File: src/hdl/ktt_pkg.sv
// Shared types, codes and constants for the keyed total table with max/min report.
`timescale 1ns / 1ps
`default_nettype none
package ktt_pkg;

    localparam int FUNC_W = 2;
    localparam int KEY_W  = 14;
    localparam int QTY_W  = 16;
    localparam int TOT_W  = 32;
    localparam int SLOT_W = 4;
    localparam int STAT_W = 3;

    localparam logic [KEY_W-1:0] KEY_LOW  = 14'd1000;
    localparam logic [KEY_W-1:0] KEY_HIGH = 14'd9999;
    localparam logic [TOT_W-1:0] TOT_MAX  = {TOT_W{1'b1}};

    // Operation codes carried in the func field.
    typedef enum logic [FUNC_W-1:0] {
        FUNC_LOAD   = 2'd0,
        FUNC_ADD    = 2'd1,
        FUNC_REPORT = 2'd2
    } func_t;

    // Status codes returned with every result.
    typedef enum logic [STAT_W-1:0] {
        ST_OK       = 3'd0,
        ST_RANGE    = 3'd1,
        ST_DUP      = 3'd2,
        ST_FULL     = 3'd3,
        ST_NOTFOUND = 3'd4,
        ST_EMPTY    = 3'd5
    } status_t;

    typedef struct packed {
        logic [FUNC_W-1:0] func;
        logic [KEY_W-1:0]  key_code;
        logic [QTY_W-1:0]  quantity;
    } in_t;

    typedef struct packed {
        logic [STAT_W-1:0] status;
        logic [SLOT_W-1:0] slot;
        logic [KEY_W-1:0]  max_key;
        logic [TOT_W-1:0]  max_total;
        logic [KEY_W-1:0]  min_key;
        logic [TOT_W-1:0]  min_total;
    } out_t;

    // Token that walks the cell row, gathering the outcome of one transaction.
    typedef struct packed {
        logic [FUNC_W-1:0] func;
        logic [KEY_W-1:0]  key_code;
        logic [QTY_W-1:0]  quantity;
        logic              range_ok;
        logic              hit;
        logic              done;
        logic              seen;
        logic [SLOT_W-1:0] slot;
        logic [KEY_W-1:0]  max_key;
        logic [TOT_W-1:0]  max_total;
        logic [KEY_W-1:0]  min_key;
        logic [TOT_W-1:0]  min_total;
    } token_t;

endpackage
`default_nettype wire

File: src/hdl/ktt_cell.sv
// One table entry: holds a key and its total and updates the passing token.
`timescale 1ns / 1ps
`default_nettype none
module ktt_cell #(
    parameter int IDX = 0
) (
    input  wire logic            clk,
    input  wire logic            rst_n,
    input  wire logic            tok_valid_in,
    input  wire ktt_pkg::token_t tok_in,
    output logic                 tok_valid,
    output ktt_pkg::token_t      tok
);

    localparam logic [ktt_pkg::SLOT_W-1:0] MY_SLOT = ktt_pkg::SLOT_W'(IDX);

    logic                        loaded_reg, loaded_next;
    logic [ktt_pkg::KEY_W-1:0]   key_reg, key_next;
    logic [ktt_pkg::TOT_W-1:0]   total_reg, total_next;
    logic                        tok_valid_reg;
    ktt_pkg::token_t             tok_reg, tok_next;
    logic [ktt_pkg::TOT_W:0]     sum;
    logic [ktt_pkg::TOT_W-1:0]   sat_sum;
    logic                        match;

    // Saturating add of the token's quantity onto this entry's total.
    assign sum     = {1'b0, total_reg} + {{(ktt_pkg::TOT_W + 1 - ktt_pkg::QTY_W){1'b0}},
                                           tok_in.quantity};
    assign sat_sum = sum[ktt_pkg::TOT_W] ? ktt_pkg::TOT_MAX : sum[ktt_pkg::TOT_W-1:0];
    assign match   = loaded_reg && (key_reg == tok_in.key_code);

    // Entry update and token update for the transaction passing this cell.
    always_comb
    begin
        loaded_next = loaded_reg;
        key_next    = key_reg;
        total_next  = total_reg;
        tok_next    = tok_in;
        if (tok_valid_in)
        begin
            unique case (tok_in.func)
                ktt_pkg::FUNC_LOAD:
                begin
                    if (match && !tok_in.hit)
                    begin
                        tok_next.hit = 1'b1;
                    end
                    else if (!loaded_reg && !tok_in.hit && !tok_in.done && tok_in.range_ok)
                    begin
                        // Entries fill in order, so the first free one takes the key.
                        loaded_next   = 1'b1;
                        key_next      = tok_in.key_code;
                        total_next    = '0;
                        tok_next.done = 1'b1;
                        tok_next.slot = MY_SLOT;
                    end
                end
                ktt_pkg::FUNC_ADD:
                begin
                    if (match && !tok_in.hit)
                    begin
                        total_next    = sat_sum;
                        tok_next.hit  = 1'b1;
                        tok_next.slot = MY_SLOT;
                    end
                end
                ktt_pkg::FUNC_REPORT:
                begin
                    if (loaded_reg)
                    begin
                        if (!tok_in.seen)
                        begin
                            tok_next.seen      = 1'b1;
                            tok_next.max_key   = key_reg;
                            tok_next.max_total = total_reg;
                            tok_next.min_key   = key_reg;
                            tok_next.min_total = total_reg;
                        end
                        else
                        begin
                            // Strict compares keep the earlier entry on a tie.
                            if (total_reg > tok_in.max_total)
                            begin
                                tok_next.max_key   = key_reg;
                                tok_next.max_total = total_reg;
                            end
                            if (total_reg < tok_in.min_total)
                            begin
                                tok_next.min_key   = key_reg;
                                tok_next.min_total = total_reg;
                            end
                        end
                    end
                end
                default:
                begin
                end
            endcase
        end
    end

    // Control state with reset.
    always_ff @(posedge clk or negedge rst_n)
    begin
        if (!rst_n)
        begin
            loaded_reg    <= 1'b0;
            tok_valid_reg <= 1'b0;
        end
        else
        begin
            loaded_reg    <= loaded_next;
            tok_valid_reg <= tok_valid_in;
        end
    end

    // Entry contents and token payload.
    always_ff @(posedge clk)
    begin
        key_reg   <= key_next;
        total_reg <= total_next;
        tok_reg   <= tok_next;
    end

    assign tok_valid = tok_valid_reg;
    assign tok       = tok_reg;

endmodule
`default_nettype wire

File: config.mk
export PLATFORM = sky130hd
export DESIGN_NAME = ktt_cell
export DESIGN_NICKNAME = d
export VERILOG_FILES = /design/src/hdl/ktt_pkg.sv /design/src/hdl/ktt_cell.sv
export SDC_FILE = /design/constraint.sdc
export NUM_CORES = 1
export LEC_CHECK = 0
export ABC_AREA = 1
export BUFFER_PORTS_ARGS = -buffer_cell sky130_fd_sc_hd__buf_2
export CAP_MARGIN = 20
export CORE_MARGIN = 2
export CORE_UTILIZATION = 54
export CTS_BUF_LIST = sky130_fd_sc_hd__clkbuf_8
export CTS_CLUSTER_SIZE = 28
export DETAILED_ROUTE_END_ITERATION = 12
export HOLD_SLACK_MARGIN = 0.15
export PLACE_DENSITY = 0.87
export SYNTH_ARGS = -nofsm -noshare
export SYNTH_HDL_FRONTEND = slang
export SYNTH_SLANG_ARGS = --single-unit
File: constraint.sdc
create_clock -name clk -period 4.4 [get_ports clk]
set_input_delay 0.44 -clock clk [delete_from_list [all_inputs] [get_ports clk]]
set_output_delay 0.44 -clock clk [all_outputs]
set_load 0.02 [all_outputs]
# After elaboration in Yosys (flattened, before gate mapping)
# Cells that the tools add are included.
# op_classes
reduce_logical,13
n_bitwise,1
mux,22
n_addsub,1
order_cmp,2
eq_ne,6
# ops
cell,count
92-bit 2-to-1 mux,3
32-bit 2-to-1 mux,4
99-bit 2-to-1 mux,1
46-bit 2-to-1 mux,2
32-bit one-hot mux with 2 select lines,1
32-bit by 16-bit adder with 33-bit output,1
32-bit > comparator,1
32-bit less-than comparator,1
14-bit equality test,1
4-bit 2-to-1 mux,3
4-bit one-hot mux with 2 select lines,1
1-bit 2-to-1 mux,7
2-bit != test (second input constant),3
1-bit logical AND,5
5-bit AND reduction,1
4-bit AND reduction,1
1-bit logical NOT,3
2-bit by 1-bit equality test with 1-bit output (second input constant),1
2-bit equality test (second input constant),1
2-bit logical NOT,1
2-bit nonzero test,1
2-bit OR reduction,1
1-bit NOT,1
# word_totals
output_inout_bits,133
regBits,180
word_cells,61

# Longest topological paths before layout
# Gate-level depths: netlist of the first run.
# depth
ltp_word,8
ltp_mapped,19
ltp_nobuf,18

# Least setup slack after synthesis of the first run
# OpenSTA, ideal clock, no wires.
# synth_path
path_type,input to register
start,input port tok_in[122] (netlist name)
end,"register total_reg[0] (netlist name), enable pin"
setup_ns,0.443
cell_stages,6
slack_ns,1.261
n_path_buf,0
arrival_time_ns,2.696
path_cell_list,xor2_1 -> nor2_1 -> nand4_1 -> nor2_1 -> nand4_1 -> a22oi_1
# synth_between
elab_chain_len,5
# synth_rtl
item,line,source
from (decl),ktt_cell.sv:10,"input wire ktt_pkg::token_t tok_in,"
14-bit equality test *,ktt_cell.sv:30,assign match = loaded_reg && (key_reg == tok_in.key_code);
1-bit logical AND *,ktt_cell.sv:30,
1-bit logical AND *,"ktt_cell.sv:44, ktt_cell.sv:60",
2-bit != test (no source line),n/a,
5-bit AND reduction (no source line) *,n/a,
to (signal assigned),ktt_cell.sv:121,total_reg <= total_next;
to (decl),ktt_cell.sv:19,"logic [ktt_pkg::TOT_W-1:0] total_reg, total_next;"
# Mark *: on every way between the ends. The rest lies on a longest branch, timed or not.
# A chain may end at the register's enable or synchronous reset.

==> out/results.txt, run 1 <==
Die span in y = 134.1 µm
Crit-path max FO = 46
Post-synthesis simple-gate area fraction = 28.06%
Min-Delay Path Class = in -> reg
Placer Congestion = 0.9554
Predominant post-synthesis flop cell = dfxtp_1
Slew headroom = 31.69%
Area grow syn2layout = 27.49%
Area of the multi-input gates = 4320 µm²
Ys async rst share = 1.111%
Syn Area/Cell = 7.889 µm²
Global-route wire length before repair = 43870 µm
Top cells by count, synth = 362 x nand2_1, 152 x inv_1, 133 x nand3_1, 132 x dfxtp_1, 79 x ha_1
Crit. End Element = flop
Core box area = 16580 µm²
Outcome = complete, no violations
Fin. max-slew vios = 0
XOR/XNOR Fraction of Synth Area = 2.397%
Worst skew pair latency = 0.49 ns
Total of max-cap violations = 0
Adder-Cell Fraction of Synth Area = 11.04%
Placed Cells = 1617
Fin nets = 1691
Port Buffers = 267
Num CTS Buffers = 17
Post-placement setup slack = 1.700 ns
Setup_tns = 0 ns
Synth area leaders = dfxtp_1 29%, edfxtp_1 15%, nand2_1 15%
Arrival time at the worst endpoint = 3.31 ns
Post-route DRC = 0
Crit path cell chain = dlygate4sd3_1 -> buf_2 -> inv_1 -> ha_1 -> nand2_1 -> nor2_1 -> nand4_1 -> nor2_1 -> nand2_1 -> nand2_1 -> nand2_2 -> nand2_2 -> nand2_1 -> nand2_1
Slowest library cell on the worst path = nand2_2
CP Launch Type = input pin
Global route total overflow = 0
Mapped cell area = 9135 µm²
CTS tree = yes
Starting density of the core = 55.09%
Worst-Margin Slew = 1.021 ns
Fmax = 0.3454 GHz
Final setup violation count = 0
Layout filler cell count = 1232
Clk pin slew, worst setup/hold paths = 0.12 ns
Post-synthesis cell count = 1158
Crit-path most repeated cell = nand2_1
Mapped Nets = 1373
First drt pass iteration count = 6
WL/cell = 16.55 µm
Share of cells above drive strength 1 = 22.77%
Final instance area = 11650 µm²
Post CTS Setup Buffer Count = 0
Post-DP HPWL = 19320 µm
Post-synthesis compound-gate area fraction = 5.657%
FF/Latch Area = 4074 µm²
FP Rows = 47
# clock sinks = 180
Max incr delay on CP = 0.74 ns
Multiplexer area fraction after synthesis = 0%
Pwr Total = 3695 µW
Cell variety after synth = 36
I/O pin count = 268
DIE WIDTH = 134.1 µm
Part of the cycle the worst path needs = 65.80%
Worst endpoint required time = 4.82 ns
Synth area leader = dfxtp_1
Final Instance Count excl. Fillers = 1712
Largest net degree at the start of global routing = 62
Peak supply drop = 0.0001834 V
Via Count = 9164
Yosys warnings = 0
Antenna violations before repair = 2
Iter 0 DRT Violations = 899
Most numerous cell in the Yosys netlist = nand2_1
Routed WL = 28340 µm
Flops & latches, synth = 180
Vias in the first global route = 8948
Leak Pwr = 0.006265 µW
CTS root buf = clkbuf_8
Synth top area share = 28.93%
Post-CTS sizing = 0
Hold Violations, Final = 0
Die Area = 17970 µm²
Vias per cell = 5.353
CP Class = in -> reg
Worst setup margin = 1.505 ns
Total GRT Usage = 31.09%
Unrepaired setup endpoints after global routing = no
Number of synthesized flops with an enable pin = 46
Largest family of logic cells by synthesized area = simple AND/OR/NAND/NOR gates
Placed cell area = 10630 µm²
Sequential share of the synthesized area = 44.60%
Max reg flops = 132
CTS H-Tree Depth = 4
Clk buf depth = 2
Minimum clock period = 2.895 ns
Hold Buf Count CTS = 59
PwrDens = 317.2 nW/µm²
Final ANT Viol Nets = 0
Clk_skew = 0.02156 ns
## cells by family after synthesis
kind of cell	Yosys count
simple gates	593
flops	180
xor+xnor	25
compound gates	91
fa+ha+maj	80
buf+inv	189
## layer usage
| layer | wire length [µm] | part of all wire (%) | track usage (%) |
|---|---|---|---|
| met4 | 1649 | 5.8 | 18.36 |
| met2 | 13790 | 49 | 53.50 |
| met1 | 10470 | 37 | 35.60 |
| met3 | 2424 | 8.6 | 6.765 |
| met5 | 0 | 0 | 0 |
## where the power goes
part           internal [µW]  switching, µW
Sequential              1790           39.5
Combinational            261            428
Clock                    444            734
Total                   2490           1200
## critical path, delay by kind of cell
| family | cells | cell delay (ns) |
|---|---|---|
| adders and majority gates | 1 | 0.26 |
| buffers and inverters | 3 | 0.68 |
| and+or+nand+nor | 10 | 1.92 |
## area by class of cell
class	count	share of cell area [%]
inverters	155	4.996
diodes	3	0.06446
multi-input cells	789	37.10
well taps	220	2.364
clock buffers	17	2.009
flip-flops and latches	180	34.98
clock inverters	15	1.472
repair buffers	333	17.02
## worst paths after layout
path,start,end,slack [ns],depth (start not counted)
setup reg to reg,total_reg[15]$_SDFFCE_PN0P_,tok[90]$_DFF_P_,1.54,11
max in group asynchronous,rst_n,loaded_reg$_DFFE_PN0P_,3.97,2
hold / removal,tok_in[77],tok[77]$_DFF_P_,0.16,3
min in group asynchronous,rst_n,tok_valid$_DFF_PN0_,0.32,2
setup / recovery,tok_in[52],tok[90]$_DFF_P_,1.50,14
hold reg to reg,loaded_reg$_DFFE_PN0P_,loaded_reg$_DFFE_PN0P_,0.55,2
## per-stage QoR
step	utilization (%)	hold WS [ns]
finish	70.23	0.1607
global route	70.21	0.1553
CTS	70.12	0.1515
detailed placement	64.12	0.2373
global placement	64.12	0.2315
floorplan	-	0.1444
## layout by cell type (no fill, tap or decap), types with 2 or more instances in the layout
cell,netlist,layout
a21oi_1,55,55
nand3b_1,2,2
nor4_4,2,2
nand2_1,362,359
inv_2,3,3
or2_2,7,7
inv_1,152,152
xnor2_1,18,18
clkbuf_8,0,17
inv_12,0,3
a21oi_2,10,10
o21bai_1,2,2
and3_1,2,2
inv_8,0,6
nand4_1,11,11
o21ai_0,17,17
dfrtp_1,2,2
edfxtp_1,46,46
xor2_1,7,7
dlygate4sd3_1,0,60
nand2_2,3,6
nand3_1,133,133
buf_4,1,6
inv_6,0,3
diode_2,0,3
buf_2,20,267
nor2_1,56,56
o21a_1,3,3
ha_1,79,79
nor3_1,10,10
nand4_4,2,2
a21o_1,2,2
dfxtp_1,132,132
(Power assumes the default switching activity.)
==> run 2, diff against run 1 <==
Clock period 4.4 ns to 2.8 ns, I/O delays scaled along.
==> out/results.txt, run 2 (synthesis results as in run 1) <==
RR Endpoint = total_reg[19]$_SDFFCE_PN0P_ (was tok[90]$_DFF_P_)
Slew headroom = 65.15% (was 31.69%)
Most frequent cells in the layout = 359 x nand2_1, 267 x buf_2, 152 x inv_1, 135 x dlygate4sd3_1, 133 x nand3_1 (was 359 x nand2_1, 267 x buf_2, 152 x inv_1, 133 x nand3_1, 132 x dfxtp_1)
Post-route DRC = 0 (unchanged)
Vias in the first global route = 9570 (was 8948)
Worst skew pair latency = 0.49 ns (about the same)
Routed WL = 30770 µm (was 28340 µm)
Post-DP HPWL = 19720 µm (was 19320 µm)
Total of max-cap violations = 0 (unchanged)
Clk pin slew, worst setup/hold paths = 0.11 ns (was 0.12 ns)
Fmax = 0.3992 GHz
Cells on worst reg2reg path = 12 (was 11)
WL/cell = 17.05 µm (was 16.55 µm)
Num CTS Buffers = 17 (unchanged)
Leak Pwr = 0.006688 µW (was 0.006265 µW)
Critical Path Source = tok_in[100] (was tok_in[52])
Die Area = 17970 µm² (unchanged)
Total GRT Usage = 34.24% (was 31.09%)
Final ANT Viol Nets = 0 (unchanged)
Via Count = 9626 (was 9164)
Setup_tns = 0 ns (unchanged)
Starting density of the core = 55.09% (unchanged)
Hold depth = 2 (was 3)
Minimum clock period = 2.505 ns
Final hold slack = 0.4490 ns (was 0.1607 ns)
Core box area = 16580 µm² (unchanged)
Placer Congestion = 0.9613 (was 0.9554)
Area grow syn2layout = 37.68% (was 27.49%)
Ant diodes = 0 (was 3)
Global route total overflow = 0 (unchanged)
FP Rows = 47 (unchanged)
Worst-Margin Slew = 0.5227 ns (was 1.021 ns)
Final setup violation count = 0 (unchanged)
I/O pin count = 268 (unchanged)
Largest net degree at the start of global routing = 37 (was 62)
Min-Delay Path Class = in -> reg (unchanged)
Hold Violations, Final = 0 (unchanged)
Post-CTS sizing = 0 (unchanged)
Antenna violations before repair = 0 (was 2)
Port Buffers = 267 (unchanged)
First drt pass iteration count = 6 (unchanged)
PwrDens = 475.3 nW/µm² (was 317.2 nW/µm²)
Clk buf depth = 2 (unchanged)
Crit-path max FO = 15 (was 46)
DIE WIDTH = 134.1 µm (unchanged)
Outcome = complete, no violations (unchanged)
CP Launch Type = input pin (unchanged)
Vias per cell = 5.336 (was 5.353)
Crit. End Element = flop (unchanged)
Die span in y = 134.1 µm (unchanged)
Fin. max-slew vios = 0 (unchanged)
Unrepaired setup endpoints after global routing = no (unchanged)
Layout filler cell count = 1120 (was 1232)
# clock sinks = 180 (unchanged)
Clk_skew = 0.01773 ns (was 0.02156 ns)
CTS tree = yes (unchanged)
Arrival time at the worst endpoint = 2.87 ns (was 3.31 ns)
Part of the cycle the worst path needs = 89.47%
Commonest non-fill, non-tap cell in the layout = nand2_1 (unchanged)
Fin nets = 1786 (was 1691)
Share of cells above drive strength 1 = 22.66% (was 22.77%)
Setup slack, reg-to-reg = 0.31 ns (was 1.54 ns)
CTS H-Tree Depth = 4 (unchanged)
Max reg flops = 132 (unchanged)
Endpoint, Worst Hold = tok[115]$_DFF_P_ (was tok[77]$_DFF_P_)
R2R Path Start = total_reg[14]$_SDFFCE_PN0P_ (was total_reg[15]$_SDFFCE_PN0P_)
Peak supply drop = 0.0003082 V (was 0.0001834 V)
Iter 0 DRT Violations = 788 (was 899)
Worst Hold Launch = tok_in[115] (was tok_in[77])
CP Class = in -> reg (unchanged)
CTS root buf = clkbuf_8 (unchanged)
Global-route wire length before repair = 48330 µm (was 43870 µm)
Worst endpoint required time = 3.17 ns (was 4.82 ns)
## run 2: cell types whose count changed in the layout (fill, tap and decap cells not counted), sizes merged
cell and delta:
clkinvlp -1, buf +20, clkinv +3, inv -2, diode -3, dlygate4sd3 +75
## run 2: worst max path at each step
stage | slack [ns] | cells past startpoint | end
global route | 0.06 | 14 | total_reg[19]$_SDFFCE_PN0P_
detailed placement | 0.25 | 12 | total_reg[26]$_SDFFCE_PN0P_
floorplan | 0.42 | 8 | total_reg[0]$_SDFFCE_PN0P_
global placement | 0.34 | 13 | total_reg[30]$_SDFFCE_PN0P_
CTS | 0.22 | 12 | total_reg[25]$_SDFFCE_PN0P_
finish | 0.29 | 14 | total_reg[23]$_SDFFCE_PN0P_
## run 2: through the flow
stage	total power, µW	instances	instance area [µm²]	worst slack (ns)	util [%]
after floorplan	3529	1158	9140	0.4239	-
after global placement	3903	1636	10780	0.3405	64.98
after detailed placement	3925	1636	10780	0.2516	64.98
after CTS	5919	1803	12560	0.2245	75.72
after global routing	6196	1804	12580	0.05748	75.84
final	5978	1804	12580	0.2947	75.84
## run 2: repair_timing
item,in CTS,in global routing
endpoints found under the setup margin,0,1
hold endpoints to repair,149,0
hold buffers,135,0
buffers inserted,0,1
## run 2: cell type report
type / instances / area (µm²) / area share [%]
clock buffer: 17 / 234.0 / 1.860
clock inverter: 15 / 196.4 / 1.562
sequential: 180 / 4074 / 32.39
multi-input combinational: 789 / 4320 / 34.35
timing repair buffer: 428 / 2895 / 23.02
inverter: 155 / 581.8 / 4.626
tap: 220 / 275.3 / 2.189
## run 2: routing by layer
layer  part of all wire (%)  wire [µm]  vias to the layer above  GRT usage, %
li1                       -          -                     4544             -
met2                     50      15420                      537         59.80
met4                    5.2       1593                        0         19.36
met5                      0          0                        -             0
met3                    8.1       2478                      136         7.067
met1                     37      11270                     4409         39.04
## run 2: critical path, cell delays in order
cell,delay (ns)
dlygate4sd3_1,0.53
buf_2,0.12
ha_1,0.18
inv_1,0.06
fa_1,0.42
o21ai_2,0.23
nand2_1,0.08
nand2_1,0.14
nand2_1,0.08
nand2_2,0.16
nand4_4,0.27
nand3_1,0.18
nand2_1,0.07
inv_1,0.07
## run 2: power by group
part / internal (µW) / switching (µW) / leakage (µW)
clock: 713 / 1190 / 0.000215
sequential: 2810 / 64.3 / 0.00156
combinational: 489 / 710 / 0.00491
total: 4010 / 1970 / 0.00669
